==> config.mk <==
export PLATFORM = sky130hd
export DESIGN_NAME = lsakc_ram
export DESIGN_NICKNAME = d
export VERILOG_FILES = /design/src/lsakc_ram.sv
export SDC_FILE = /design/constraint.sdc
export NUM_CORES = 1
export LEC_CHECK = 0
export ABC_AREA = 1
export ABC_CLOCK_PERIOD_IN_PS = 3200
export BUFFER_PORTS_ARGS = -buffer_cell sky130_fd_sc_hd__buf_2
export CAP_MARGIN = 20
export CORE_UTILIZATION = 25
export DETAILED_ROUTE_END_ITERATION = 6
export PLACE_DENSITY = 0.37
export SLEW_MARGIN = 20
export SYNTH_ARGS = -nofsm -noshare
export SYNTH_HDL_FRONTEND = slang
export SYNTH_SLANG_ARGS = --single-unit
export TNS_END_PERCENT = 100
==> constraint.sdc <==
create_clock -name clk_i -period 3.2 [get_ports clk_i]
set_input_delay 0.64 -clock clk_i [delete_from_list [all_inputs] [get_ports clk_i]]
set_output_delay 0.64 -clock clk_i [all_outputs]
set_load 0.02 [all_outputs]
==> src/lsakc_ram.sv <==
// ----------------------------------------------------------------------------
// lsakc_ram: generic single-write, single-read RAM
// One write port, one read port, read data registered (read-first).
// ----------------------------------------------------------------------------
module lsakc_ram #(
  parameter int unsigned WIDTH = 8,
  parameter int unsigned DEPTH = 16
) (
  input  logic                                     clk_i,
  input  logic                                     we_i,
  input  logic [(DEPTH > 1 ? $clog2(DEPTH) : 1)-1:0] waddr_i,
  input  logic [WIDTH-1:0]                         wdata_i,
  input  logic [(DEPTH > 1 ? $clog2(DEPTH) : 1)-1:0] raddr_i,
  output logic [WIDTH-1:0]                         rdata_o
);

  logic [WIDTH-1:0] mem_q [DEPTH];
  logic [WIDTH-1:0] rdata_q;

  always_ff @(posedge clk_i) begin
    if (we_i) begin
      mem_q[waddr_i] <= wdata_i;
    end
    rdata_q <= mem_q[raddr_i];
  end

  assign rdata_o = rdata_q;

endmodule

# Word-level counts from Yosys, hierarchy flattened
# Memory sizes are Yosys's and may differ from the RTL's. A register that Yosys moved wholly into a read port is not among the register bits.
# Cells that the tools add are included.
# Widths: inputs -> output; s select.
# op_classes
n_mux	2
# ops
operator	n
$mux 1	2
# word_totals
mem_bits_rw	128
wordCells	3
inputBits	18
reg_bits	0
memories	1
# mem_list
memory	depth	width	rd	rd_clocked_by_memory_dff	write_ports	line_no	source
mem_q	16	8	1	1	1	17	logic [WIDTH-1:0] mem_q [DEPTH];

# Depth between registers and ports, before layout
# depth
ltp_word	2
depth_mapped	8
ltp_nobuf	7

# Worst setup path before layout
# OpenSTA, ideal clock, no wires.
# synth_path
path_type	input -> register
startpoint	input port waddr_i[2] in the netlist's numbering
endpoint	memory mem_q[10][0] (enable)
cell_stages	2
slack_ps	1609
t_required_ps	2830
n_path_buf	0
arrival_time_ps	1221
path_cell_list	nand3b_1 nor2_1
# synth_lines
element	line_no	source
start: declaration	11	input logic [(DEPTH > 1 ? $clog2(DEPTH) : 1)-1:0] waddr_i,
end: declaration	17	
# No word-level cell before the write port.

# Worst setup path after layout
# layout_path
startpoint	input port waddr_i[2] in the netlist's numbering
endpoint	memory mem_q[9][5] (enable)
# No word-level cell before the write port.

==> run summary <==
In the final routed layout, each cell accounts on average for 17.7 um. The synthesized design devotes to its leading area cell type 66.7% of total area. At the end of the flow, the number of nets in the layout was 598.

The number of buffers created by CTS came out at 17. The tools report the end of the worst register-to-register path as rdata_o[1]. Wires add up to 15.5 mm. In the synthesized netlist the dominant register cell turns out to be sky130_fd_sc_hd__edfxtp_1. In this run the worst path has a maximum fanout of 8. The initialized floorplan defines 55 standard-cell rows.

The number of global-route vias before repair is 3724, and the headroom to the max-slew limit is 37.1%. The tools report the number of pins with negative max-slew slack in the final report as 0. The tightest min-delay check is of the input pin to flop type. In this run the worst setup path begins at waddr_i[2]. The minimum hold slack came out at 0.610 ns. The worst-case clock buffer depth was 2; the y dimension of the die was 154 um. Number of endpoints with negative hold slack in the final report: 0.

Broken down by cell family, the worst path's largest delay share belongs to simple AND/OR/NAND/NOR gates. After detailed routing, the number of vias per cell comes to 4.23. The DRC marker count from the first detailed-route iteration was 243. Per-instance average area after synthesis: 10.5 um^2. The capturing element of the worst setup path was mem_q[9][5].

The starting utilization of the core area was 25.5%. Yosys attributes the largest share of cell area to sky130_fd_sc_hd__edfxtp_1 (67%), sky130_fd_sc_hd__nand2_1 (11%), sky130_fd_sc_hd__nand3_1 (8.4%), sky130_fd_sc_hd__inv_1 (6.5%), sky130_fd_sc_hd__dfxtp_1 (2.8%). The count of unique library cells instantiated by Yosys is 12, and the number of fillers in the final layout is 2323. The number of flip-flops and latches in the synthesized netlist was 136.

On the critical path, the stage with the largest delay is an instance of sky130_fd_sc_hd__nor2_1. The slew of the pin with the lowest slew margin is 0.940 ns, and the area of the mapped netlist is 5770 um^2. The type of the worst setup path was input pin to flop. The tools report the number of levels the H-tree was split into as 4.

Clock-pin slew was measured on the worst setup and hold paths at 0.06 ns. Final global-route overflow total: 0. The logs give 3714 for the number of vias in the routed layout and 0 for the count of antenna diodes in the layout. The final setup TNS came out at 0 ns. The run gives 878 as the post-layout instance count excluding filler cells.

Yosys instantiated no cell more often than sky130_fd_sc_hd__nand2_1. Setup violations remaining at the end of the flow were counted as 0. The post-cts gate resize count was 0. After floorplanning, the core was sized to cover 22600 um^2. The count of input and output buffers was 25.

Between clock sinks in the finished design, the worst skew comes to 0.00844 ns. Worst ir drop on vdd: 0.356 mV. The tools report the post-CTS setup buffer count as 0. Setup repair after global routing left no endpoint under its margin. The run gives 0 as the Yosys warning count. The longest individual stage delay on the worst path works out to 0.76 ns.

The first global-routing pass estimated 23.5 mm of wire. Including well taps, the total number of placed cells is 846. For the HPWL reported at the end of detailed placement, the log shows 9.54 mm. The die covers 23700 um^2.

Synthesis produced a netlist whose cell count is 551. The ratio of final minimum period to clock period is 54.1%. Largest area contributor in the synthesized netlist: sky130_fd_sc_hd__edfxtp_1. 26 I/O pins were placed. Before antenna repair, the detailed router went through 5 iterations. The number of cells on the worst reg-to-reg path is 6. Relative to the synthesized area, the layout overhead comes to 16.6%. For the net count after synthesis, the log shows 569.

The die span in x came out at 154 um. The share of async-settable or async-resettable flops after synthesis came out at 0%. In the final layout, flip-flops and latches occupy 4000 um^2. Origin of the critical flop-to-flop path: mem_q[7][1]. Endpoint kind of the worst setup timing path: a flop. The flow ran to the end, and the final reports show no timing, DRC or antenna violations. The worst setup slack after layout was 1.47 ns; the final critical path time including I/O delays and setup was 1.73 ns. In this run the static leakage power is 2.84 nW. After clock tree synthesis, the flow added hold-fix buffers numbering 0. Walking the worst path, the cells encountered are buf_2 > nand3b_1 > nor2_1.

The tree built by TritonCTS fans out to 136 sinks. In this run the number of cells on the critical path is 3. For the worst setup path, the data required time is 3.24 ns. TritonCTS built the clock tree. Prior to clock tree synthesis, the placed netlist has a worst setup slack of 0.965 ns. The commonest cells after synthesis are sky130_fd_sc_hd__nand2_1 (173), sky130_fd_sc_hd__edfxtp_1 (128), sky130_fd_sc_hd__inv_1 (100). Cells with a size suffix above 1 make up 11.0% of the layout. The design draws 4.13 mW. The later pin in the worst-skew pair is clocked with a latency of 0.42 ns. Max-cap violations in this run came to 0. The tools report the pin count of the biggest net entering global routing as 65.

The number of buffers and inverters on the critical path was 1. The run gives 69.4% as the sequential area share after synthesis. Clock tree synthesis selected as its root buffer the cell sky130_fd_sc_hd__clkbuf_16. The maximum frequency from static timing analysis was 0.578 GHz. The run gives 0.715 as the final RePlAce weighted congestion.

The initial antenna violation count is 0. Launching element type of the critical path: an input pin. Data on the critical path arrives at its endpoint at 1.77 ns. For this design the ratio of total power to cell area is 615 nW/um^2. The count of nets left with antenna violations once routing finished came out at 0. The tools report the number of design rule violations left after detail routing as 0. Counting flops with a built-in enable in the synthesized netlist gives 128. The worst register-to-register path has a setup slack of 2.07 ns.

The overall track demand over capacity in global routing came out at 14.0%. The multi-input combinational cells in the finished layout cover a total of 1210 um^2.
area by class of cell:
class / instances / area share (%)
flip-flops and latches: 136 / 59.5
well taps: 285 / 5.30
repair buffers: 34 / 3.05
clock buffers: 23 / 7.26
multi-input cells: 289 / 18.0
inverters: 102 / 5.69
clock inverters: 9 / 1.10
report_power, final:
group          leakage (nW)  switching, mW  internal, mW  total [mW]
combinational          1.34          0.196        0.0673       0.263
clock                 0.276          0.723          1.14        1.86
sequential             1.22         0.0150          1.99        2.01
total                  2.84          0.934          3.20        4.13
layout by cell type (no fill, tap or decap):
cell type | synthesis | final
sky130_fd_sc_hd__buf_4 | 4 | 8
sky130_fd_sc_hd__clkbuf_1 | 0 | 2
sky130_fd_sc_hd__clkbuf_8 | 0 | 4
sky130_fd_sc_hd__nor2_1 | 17 | 17
sky130_fd_sc_hd__bufinv_16 | 0 | 1
sky130_fd_sc_hd__nand2_1 | 173 | 173
sky130_fd_sc_hd__clkinv_1 | 0 | 1
sky130_fd_sc_hd__inv_1 | 100 | 100
sky130_fd_sc_hd__nand3b_1 | 2 | 2
sky130_fd_sc_hd__clkinv_2 | 0 | 5
sky130_fd_sc_hd__clkinvlp_4 | 0 | 2
sky130_fd_sc_hd__clkbuf_16 | 0 | 17
sky130_fd_sc_hd__buf_2 | 13 | 25
sky130_fd_sc_hd__nand3_1 | 97 | 97
sky130_fd_sc_hd__inv_2 | 2 | 2
sky130_fd_sc_hd__edfxtp_1 | 128 | 128
sky130_fd_sc_hd__buf_12 | 0 | 1
sky130_fd_sc_hd__dfxtp_1 | 8 | 8
per-layer routing:
metal,global-route usage [%],routed length [um],vias up
met5,0,0,-
met4,5.57,292,0
met3,2.54,388,18
met2,23.7,7710,60
met1,17.7,7150,1808
li1,-,-,1828
through the flow:
stage | cell area, um^2 | util [%]
after floorplan | 5770 | -
after global placement | 6160 | 27.2
after detailed placement | 6160 | 27.2
after CTS | 6720 | 29.7
after global routing | 6720 | 29.7
final | 6720 | 29.7
cell families (layout without fill, tap and decap cells):
group	Yosys count	count (layout)	synth area share, %
flops	136	136	69.4
simple gates	289	289	21.0
buf+inv	126	168	9.52
worst reg2reg max path, cell delays in order, from the launching register on:
cell and delay, ns:
sky130_fd_sc_hd__edfxtp_1 0.35, sky130_fd_sc_hd__inv_1 0.06, sky130_fd_sc_hd__nand2_1 0.04, sky130_fd_sc_hd__nand3_1 0.11, sky130_fd_sc_hd__nand3_1 0.16, sky130_fd_sc_hd__nand3_1 0.19, sky130_fd_sc_hd__nand2_1 0.09
sequential cells by signal (all words and copies together), names as in the netlist:
signal,count
mem_q,128
rdata_o,8
how the worst min path moves through the flow:
stage,start,endpoint,slack [ns],cells past startpoint
floorplan,mem_q[10][0],rdata_o[0],0.61,6
global placement,mem_q[6][7],rdata_o[7],0.67,6
detailed placement,mem_q[7][7],rdata_o[7],0.67,6
CTS,raddr_i[3],rdata_o[0],0.60,3
global route,raddr_i[3],rdata_o[0],0.61,3
finish,raddr_i[3],rdata_o[0],0.61,3
Note: power is estimated with default switching activity, not from simulation.
